File: config.mk
export PLATFORM = sky130hd
export DESIGN_NAME = arp_cache_table_with_aging_core
export DESIGN_NICKNAME = d
export VERILOG_FILES = /design/src/design/arpc_pkg.sv /design/src/design/arp_cache_table_with_aging_core.sv /design/src/design/arpc_cell.sv
export SDC_FILE = /design/constraint.sdc
export NUM_CORES = 2
export LEC_CHECK = 0
export ABC_CLOCK_PERIOD_IN_PS = 15000
export BUFFER_PORTS_ARGS = -buffer_cell sky130_fd_sc_hd__buf_4
export CORE_MARGIN = 1.5
export CORE_UTILIZATION = 61
export DETAILED_ROUTE_END_ITERATION = 8
export GPL_ROUTABILITY_DRIVEN = 0
export HOLD_SLACK_MARGIN = 0.03
export PLACE_DENSITY = 0.88
export SYNTH_ARGS = -nofsm -noshare
export SYNTH_HDL_FRONTEND = slang
export SYNTH_SLANG_ARGS = --single-unit
File: constraint.sdc
create_clock -name clk_i -period 15 [get_ports clk_i]
set_clock_uncertainty 0.2 [all_clocks]
set_input_delay 3 -clock clk_i [delete_from_list [all_inputs] [get_ports clk_i]]
set_output_delay 3 -clock clk_i [all_outputs]
set_load 0.005 [all_outputs]
File: src/design/arpc_pkg.sv
package arpc_pkg;

  localparam int unsigned EntriesDef = 16;
  localparam int unsigned SlotW      = 4;
  localparam int unsigned IpW        = 32;
  localparam int unsigned MacW       = 48;
  localparam int unsigned AgeW       = 8;
  localparam logic [AgeW-1:0] TimeoutRst = 8'd15;
  localparam logic [AgeW-1:0] AgeMax     = 8'd255;

  typedef enum logic [1:0] {
    OP_LOOKUP = 2'd0,
    OP_INSERT = 2'd1,
    OP_TICK   = 2'd2
  } op_e;

  // request travelling down the cell row, collecting its result on the way
  typedef struct packed {
    logic             vld;
    logic [1:0]       op;
    logic [IpW-1:0]   ip;
    logic [MacW-1:0]  mac;
    logic             hit;
    logic [MacW-1:0]  fmac;
    logic [SlotW-1:0] slot;
    logic             stored;
  } tok_t;

endpackage

File: src/design/arp_cache_table_with_aging_core.sv
// channel   | handshake                  | payload
// ----------+----------------------------+-----------------------------------------
// request   | start_i / busy_o           | op_i, ip_address_i, mac_address_i
// result    | done_o (one-cycle strobe)  | hit_o, found_mac_o, slot_index_o, stored_o
// config    | timeout_we_i               | timeout_seconds_i
//
// a request is handed from cell to cell, one entry per cycle, passing the head
// register and then each cell's token register on its way to done; busy_o stays high meanwhile
// the result strobe cannot be stalled by the receiver
// reset clears all valid marks at once and sets the timeout to 15
module arp_cache_table_with_aging_core import arpc_pkg::*; #(
  parameter int unsigned ENTRIES = EntriesDef
) (
  input  logic             clk_i,
  input  logic             rst_ni,
  input  logic             start_i,
  output logic             busy_o,
  input  logic [1:0]       op_i,
  input  logic [IpW-1:0]   ip_address_i,
  input  logic [MacW-1:0]  mac_address_i,
  input  logic             timeout_we_i,
  input  logic [AgeW-1:0]  timeout_seconds_i,
  output logic             done_o,
  output logic             hit_o,
  output logic [MacW-1:0]  found_mac_o,
  output logic [SlotW-1:0] slot_index_o,
  output logic             stored_o
);

  tok_t            chain [ENTRIES+1];
  tok_t            head_q;
  logic [ENTRIES:0] chain_vld;
  logic            busy_q, busy_d;
  logic [AgeW-1:0] timeout_q;
  logic            accept;

  assign accept = start_i && !busy_q;

  always_ff @(posedge clk_i or negedge rst_ni) begin
    if (!rst_ni) begin
      timeout_q <= TimeoutRst;
      head_q    <= '0;
      busy_q    <= 1'b0;
    end else begin
      if (timeout_we_i) begin
        timeout_q <= timeout_seconds_i;
      end
      head_q.vld <= accept;
      if (accept) begin
        head_q.op     <= op_i;
        head_q.ip     <= ip_address_i;
        head_q.mac    <= mac_address_i;
        head_q.hit    <= 1'b0;
        head_q.fmac   <= '0;
        head_q.slot   <= '0;
        head_q.stored <= 1'b0;
      end
      busy_q <= busy_d;
    end
  end

  assign chain[0] = head_q;

  always_comb begin
    busy_d = busy_q;
    if (accept) begin
      busy_d = 1'b1;
    end else if (chain[ENTRIES].vld) begin
      busy_d = 1'b0;
    end
  end

  for (genvar g = 0; g < ENTRIES; g++) begin : g_cell
    arpc_cell #(
      .Idx(g)
    ) u_cell (
      .clk_i    (clk_i),
      .rst_ni   (rst_ni),
      .timeout_i(timeout_q),
      .tok_i    (chain[g]),
      .tok_o    (chain[g+1])
    );
  end

  for (genvar g = 0; g <= ENTRIES; g++) begin : g_vld
    assign chain_vld[g] = chain[g].vld;
  end

  assign busy_o       = busy_q;
  assign done_o       = chain[ENTRIES].vld;
  assign hit_o        = chain[ENTRIES].hit;
  assign found_mac_o  = chain[ENTRIES].fmac;
  assign slot_index_o = chain[ENTRIES].slot;
  assign stored_o     = chain[ENTRIES].stored;

  a_one_in_flight: assert property (@(posedge clk_i) disable iff (!rst_ni)
    $onehot0(chain_vld))
    else $error("more than one request in the cell row");

  a_done_while_busy: assert property (@(posedge clk_i) disable iff (!rst_ni)
    done_o |-> busy_q)
    else $error("result strobe outside a transfer");

  a_accept_busy: assert property (@(posedge clk_i) disable iff (!rst_ni)
    accept |=> busy_q)
    else $error("busy not raised after accept");

  a_hit_xor_stored: assert property (@(posedge clk_i) disable iff (!rst_ni)
    done_o |-> !(hit_o && stored_o))
    else $error("hit and stored both set");

  a_miss_zero: assert property (@(posedge clk_i) disable iff (!rst_ni)
    (done_o && !hit_o) |-> (found_mac_o == '0))
    else $error("found mac nonzero without hit");

endmodule

File: src/design/arpc_cell.sv
module arpc_cell import arpc_pkg::*; #(
  parameter int unsigned Idx = 0
) (
  input  logic            clk_i,
  input  logic            rst_ni,
  input  logic [AgeW-1:0] timeout_i,
  input  tok_t            tok_i,
  output tok_t            tok_o
);

  logic            valid_q, valid_d;
  logic [IpW-1:0]  ip_q;
  logic [MacW-1:0] mac_q;
  logic [AgeW-1:0] age_q, age_d;
  logic            wr_en;
  logic [AgeW-1:0] age_inc;
  tok_t            tok_d, tok_q;

  assign age_inc = (age_q == AgeMax) ? AgeMax : age_q + 8'd1;

  always_comb begin
    tok_d   = tok_i;
    valid_d = valid_q;
    age_d   = age_q;
    wr_en   = 1'b0;
    if (tok_i.vld) begin
      case (op_e'(tok_i.op))
        OP_LOOKUP: begin
          if (valid_q && (ip_q == tok_i.ip)) begin
            tok_d.hit  = 1'b1;
            tok_d.fmac = mac_q;
            tok_d.slot = SlotW'(Idx);
          end
        end
        OP_INSERT: begin
          if (!valid_q && !tok_i.stored) begin
            wr_en        = 1'b1;
            valid_d      = 1'b1;
            age_d        = '0;
            tok_d.stored = 1'b1;
            tok_d.slot   = SlotW'(Idx);
          end
        end
        OP_TICK: begin
          if (valid_q) begin
            age_d = age_inc;
            if (age_inc > timeout_i) begin
              valid_d = 1'b0;
            end
          end
        end
        default: begin
        end
      endcase
    end
  end

  always_ff @(posedge clk_i or negedge rst_ni) begin
    if (!rst_ni) begin
      valid_q <= 1'b0;
      tok_q   <= '0;
    end else begin
      valid_q <= valid_d;
      tok_q   <= tok_d;
    end
  end

  always_ff @(posedge clk_i) begin
    age_q <= age_d;
    if (wr_en) begin
      ip_q  <= tok_i.ip;
      mac_q <= tok_i.mac;
    end
  end

  assign tok_o = tok_q;

endmodule
; ---- Yosys cells after proc, flatten, opt, wreduce, memory -nomap -nowiden
; Cells that the tools add are included.
[totals]
latch_bits = 0
romBits = 0
mem_count = 0
reg_bits = 3626
wordCells = 726
ram_bits = 0
[classes]
bitwise = 0
shift = 0
multipliers = 0
reduce_logical = 129
addsub = 16
muxes = 274
n_div = 0
eq_ne = 96
n_lt_le_gt_ge = 16
[op_table]
columns = op, n
row1 = 54-bit two-way mux, 16
row2 = 53-bit two-way mux, 16
row3 = 49-bit two-way mux, 16
row4 = 32-bit equality test, 16
row5 = 8-bit two-way mux, 48
row6 = 8-bit one-hot mux with 2 select lines, 16
row7 = "8-bit by 1-bit adder with 8-bit output, second input constant", 16
row8 = "8-bit equality test, second input constant", 16
row9 = 8-bit greater-than comparator, 16
row10 = 4-bit one-hot mux with 2 select lines, 16
row11 = 1-bit two-way mux, 115
row12 = 5-bit two-way mux, 15
row13 = "2-bit by 1-bit inequality test with 1-bit output, second input constant", 32
row14 = 4-bit AND reduction, 16
row15 = 3-bit AND reduction, 16
row16 = 2-bit nonzero test, 17
row17 = "2-bit by 1-bit equality test with 1-bit output, second input constant", 16
row18 = "2-bit equality test, second input constant", 16
row19 = 1-bit logical AND, 32
row20 = 1-bit zero test, 32
row21 = 2-bit zero test, 16
row22 = 1-bit one-hot mux with 2 select lines, 16

; ---- Longest topological paths before layout
[logic_depth]
ltp_word = 6
mapped_depth = 12

; ---- By module
; From an unflattened synthesis, not the netlist that was laid out.
[hier_totals]
hier_cells = 6629
hier_area_um2 = 127813.8
[modules_own_cells]
columns = mod, seq_area_each_um2, area_each_um2, cells_per_inst, instances
row1 = arpc_cell at g_cell[1].u_cell ..., 6095.8, 7752.4, 401, 3
row2 = arpc_cell at g_cell[11].u_cell ..., 6095.8, 7776.2, 402, 2
row3 = arpc_cell at g_cell[3].u_cell ..., 6095.8, 7776.2, 408, 2
row4 = arpc_cell at g_cell[6].u_cell, 6095.8, 7783.7, 403, 1
row5 = arpc_cell at g_cell[9].u_cell, 6095.8, 7777.5, 399, 1
row6 = arpc_cell at g_cell[15].u_cell, 6095.8, 7773.7, 397, 1
row7 = arpc_cell at g_cell[7].u_cell, 6095.8, 7770.0, 403, 1
row8 = arpc_cell at g_cell[13].u_cell, 6095.8, 7766.2, 404, 1
row9 = arpc_cell at g_cell[12].u_cell, 6095.8, 7761.2, 399, 1
row10 = arpc_cell at g_cell[10].u_cell, 6095.8, 7758.7, 404, 1
row11 = arpc_cell at g_cell[0].u_cell, 6095.8, 7722.4, 401, 1
row12 = arpc_cell at g_cell[8].u_cell, 6095.8, 7562.3, 400, 1
row13 = arp_cache_table_with_aging_core, 2307.2, 3776.1, 196, 1

; ---- Worst setup path after synthesis
; No wires, ideal clock.
[synth_timing]
kind = register -> register
startpoint = register g_cell[1].u_cell.tok_q (netlist bit g_cell[1].u_cell.tok_o[135])
endpoint = register g_cell[2].u_cell.ip_q[0], enable pin
setup_slack_ns = 8.069
t_arrival_ns = 6.114
path_stages_with_launch = 5
n_path_buf = 0
synth_period_minus_slack_ns = 6.931
path_cell_list = dfrtp_1 > inv_1 > ha_1 > nand2_1 > nor3_1
[synth_via]
elab_chain_cells = 3
[synth_lines]
columns = element, line_no
row1 = from (decl), arpc_cell.sv:17  ; tok_t tok_d, tok_q;
row2 = from (signal assigned), arpc_cell.sv:64  ; tok_q <= tok_d;
row3 = 2-bit by 1-bit equality test with 1-bit output, arpc_cell.sv:27  ; case (op_e'(tok_i.op))
row4 = 1-bit two-way mux, arpc_cell.sv:27
row5 = 1-bit two-way mux, arpc_cell.sv:26  ; if (tok_i.vld) begin
row6 = named net g_cell[2].u_cell.wr_en, arpc_cell.sv:15  ; logic wr_en;
row7 = to (signal assigned), arpc_cell.sv:71  ; ip_q <= tok_i.ip;
row8 = to (decl), arpc_cell.sv:12  ; logic [IpW-1:0] ip_q;
; The timed path passes the listed nets, and every way through them passes these cells.
; A chain may end at the register's enable or synchronous reset.

==> flow_metrics.py <==
metrics = {
    "status": {
        "status": "finished, final reports clean",
    },
    "timing": {
        "hold_violations": 0,
        "rsz0062_at_grt": "no",
        "relSlewSlack_pct": 10.4,
        "drv_slew": 0,
        "min_period_over_period_pct": 38.4,
        "final.min_clock_period_ns": 5.77,
        "setup_viol": 0,
        "fmax_ghz": 0.173,
        "tightest_slew_ns": 1.34,
        "worst_slack_ns": 9.23,
        "final.setup.tns_ns": 0,
    },
    "critical_path": {
        "cp.buffers_inverters": 4,
        "critPathMaxFanout": 166,
        "arrival_ns": 6.46,
        "crit_path_end_kind": "async pin",
        "worst_path_largest_cell_delay_ns": 0.95,
        "crit_family": "buffers and inverters",
        "worstReg2RegStart": "g_cell[4].u_cell.tok_o[134]",
        "crit_path_top_delay_cell": "buf_4",
        "r2r_setup_slack_ns": 10.63,
        "path_cells": "buf_16 > buf_4 > buf_4 > buf_4",
        "startpoint_type": "primary input",
        "r2r_end": "g_cell[5].u_cell.tok_o[24]",
        "cpMostUsedCell": "buf_4",
        "r2r_cells": 7,
        "path_class": "primary input to async pin",
        "worstPathRequired_ns": 15.69,
    },
    "synth": {
        "synth_xor_area_share_pct": 3.56,
        "synth_compound_area_share_pct": 1.61,
        "synth_nets": 6920,
        "synth_area_leader_cell": "dfrtp_1",
        "ys_ff_latch": 3611,
        "synthTopCellsByArea": "dfrtp_1 45%, edfxtp_1 35%, mux2_2 7.3%, xor2_1 2.1%, ha_1 2.0%",
        "yosys.area_share.simple_pct": 4.48,
        "syn_area_um2": 122000,
        "synth_top_family_by_area": "multiplexers",
        "synth_cells": 6634,
        "async_flop_share_pct": 61.0,
        "dominantRegCellSynth": "dfrtp_1",
        "synth-adder-area-share_pct": 1.97,
        "yosysSeqAreaShare_pct": 79.9,
        "synth_edf_count": 1408,
        "syn_avg_cell_area_um2": 18.4,
        "yosysTopAreaCellShare_pct": 45.1,
        "synthMuxAreaShare_pct": 7.48,
        "ys_types": 63,
        "yosysWarnings": 0,
    },
    "cts": {
        "cts_max_level": 5,
        "clk_pin_slew_worst_paths_ns": 0.07,
        "cts_max_path_buffers": 4,
        "ctsResizeCount": 0,
        "numCtsBuffers": 340,
        "postCtsSetupBuffers": 0,
        "insertion_delay_ns": 0.97,
        "postCtsHoldBufs": 0,
        "clock-sinks": 3611,
        "cts_tree": "built",
        "root_buffer": "clkbuf_16",
    },
    "detailed_routing": {
        "drt-wirelength-per-cell_um": 29.0,
        "postRouteAntennaNets": 0,
        "drtPass1Iterations": 7,
        "drt-total-wl_um": 288000,
        "drc": 0,
        "vias": 60400,
        "vias_per_cell": 6.08,
        "drtIter0Drc": 5837,
    },
    "finish": {
        "drive_gt1_share_pct": 21.4,
        "area_delta_synth_final_pct": 12.5,
        "diodes": 0,
        "stdcell_area_um2": 137000,
        "fin_nets": 7318,
        "post-route-util_pct": 69.2,
    },
    "die": {
        "core_area_um2": 198000,
        "io_pins": 150,
        "design.die.area_um2": 203000,
        "start_util_pct": 61.6,
        "rows": 163,
        "die_h_um": 450,
        "die_w_um": 450,
    },
    "worst_hold_path": {
        "hold_path.class": "register to register",
        "hold_depth": 0,
        "min_to": "g_cell[14].u_cell.tok_o[84]",
        "min_from": "g_cell[13].u_cell.tok_o[84]",
    },
    "power": {
        "ir_drop_v": 0.000154,
        "p_leak_nw": 58.1,
        "p_per_area_nw_per_um2": 161,
    },
    "grt": {
        "grt_max_degree": 210,
        "grt_pass1_vias": 66800,
        "grt_pass1_wl_um": 437000,
        "antenna_found_initial": 1,
        "overflow": 0,
        "grt_usage_pct": 28.8,
    },
    "flow_run": {
        "drv_cap": 0,
    },
    "placed_design": {
        "dpl.hpwl_um": 148000,
        "io_buffer_count": 149,
        "placed_cell_area_um2": 126000,
        "dpl_worst_slack_ns": 8.33,
    },
}
## area by class of cell
| type | count | area, µm² |
|---|---|---|
| clock inverters | 115 | 1090 |
| multi-input cells | 2763 | 23500 |
| inverters | 112 | 420 |
| clock buffers | 489 | 9790 |
| well taps | 2640 | 3300 |
| flip-flops and latches | 3611 | 97400 |
| fillers | 10400 | 60900 |
| repair buffers | 204 | 1600 |
## power by group
part           switching (mW)  internal [mW]
combinational           0.584          0.382
sequential               1.03           11.4
clock                    3.85           4.86
## cells by family (layout without fill, tap and decap cells)
kind of cell,count (synthesis),in the layout
compound gates,315,315
xor+xnor,495,495
fa+ha+maj,192,192
buf+inv,260,920
flops,3611,3611
mux,807,807
simple gates,954,954
## layer usage
metal	wire (µm)	part of all wire, %	track usage (%)	vias up
li1	-	-	-	24400
met1	104000	36	34.9	31600
met2	153000	53	51.1	3277
met3	15900	5.5	4.53	1042
met4	14400	5.0	13.0	0
met5	0	0	0	-
## cell usage after synthesis, drive strengths merged, types with 6 or more instances
cell type / count
o2111ai: 8
inv: 112
o21ai: 87
and3: 34
a31oi: 23
buf: 96
edfxtp: 1408
xor2: 297
clkbuf: 52
and4: 12
nand2: 98
o211ai: 6
nand4: 107
and2: 186
nand3: 87
or2: 9
o221ai: 11
mux2: 802
a21oi: 96
nor3: 46
xnor2: 198
nor2: 70
a2111oi: 11
nand2b: 97
dfrtp: 2199
or4: 6
nor4: 82
ha: 192
o21a: 10
or3: 15
a21o: 30
nor2b: 96
## flip-flops by register name (all words and copies together), names as in the netlist
| register | flops |
|---|---|
| g_cell.u_cell.tok_o | 2095 |
| g_cell.u_cell.mac_q | 768 |
| g_cell.u_cell.ip_q | 512 |
| g_cell.u_cell.age_q | 128 |
| chain | 83 |
| g_cell.u_cell.valid_q | 16 |
| timeout_q | 8 |
| busy_o | 1 |
## per-stage QoR
stage | total power [mW] | hold slack, ns | cells
after floorplan | 12.6 | 0.149 | 6634
after global placement | 13.1 | 0.150 | 9330
after detailed placement | 13.4 | 0.157 | 9330
after CTS | 22.1 | 0.151 | 9934
after global routing | 22.7 | 0.168 | 9934
final | 22.1 | 0.159 | 9934
## worst register-to-register path, delay by kind of cell, from the launching register on
| kind | cells | cell delay [ns] |
|---|---|---|
| adder cells (fa/ha/maj) | 1 | 0.28 |
| buffers and inverters | 1 | 0.13 |
| multiplexers | 1 | 0.73 |
| AND/OR/NAND/NOR | 3 | 2.32 |
| flip-flops | 1 | 0.45 |
| AO/OA/AOI/OAI | 1 | 0.13 |
## worst max path at each step
| stage | startpoint | endpoint | slack [ns] | cells past startpoint |
|---|---|---|---|---|
| after global routing | rst_ni | g_cell[4].u_cell.tok_o[110] | 8.66 | 4 |
| after floorplan | g_cell[1].u_cell.tok_o[135] | g_cell[2].u_cell.ip_q[0] | 8.07 | 4 |
| final | rst_ni | g_cell[4].u_cell.tok_o[109] | 9.23 | 4 |
| after CTS | rst_ni | g_cell[4].u_cell.tok_o[54] | 9.24 | 4 |
| after detailed placement | rst_ni | g_cell[2].u_cell.tok_o[132] | 8.33 | 4 |
| after global placement | rst_ni | g_cell[2].u_cell.tok_o[106] | 8.54 | 4 |
## cell usage in the layout (no fill, tap or decap), drive strengths merged, types with 97 or more instances in the layout
cell,count
dfrtp,2199
xnor2,198
xor2,297
nand4,107
clkbuf,489
nand2b,97
edfxtp,1408
mux2,802
ha,192
inv,124
nand2,98
buf,204
and2,186
Power figures use the tool's default switching activity.
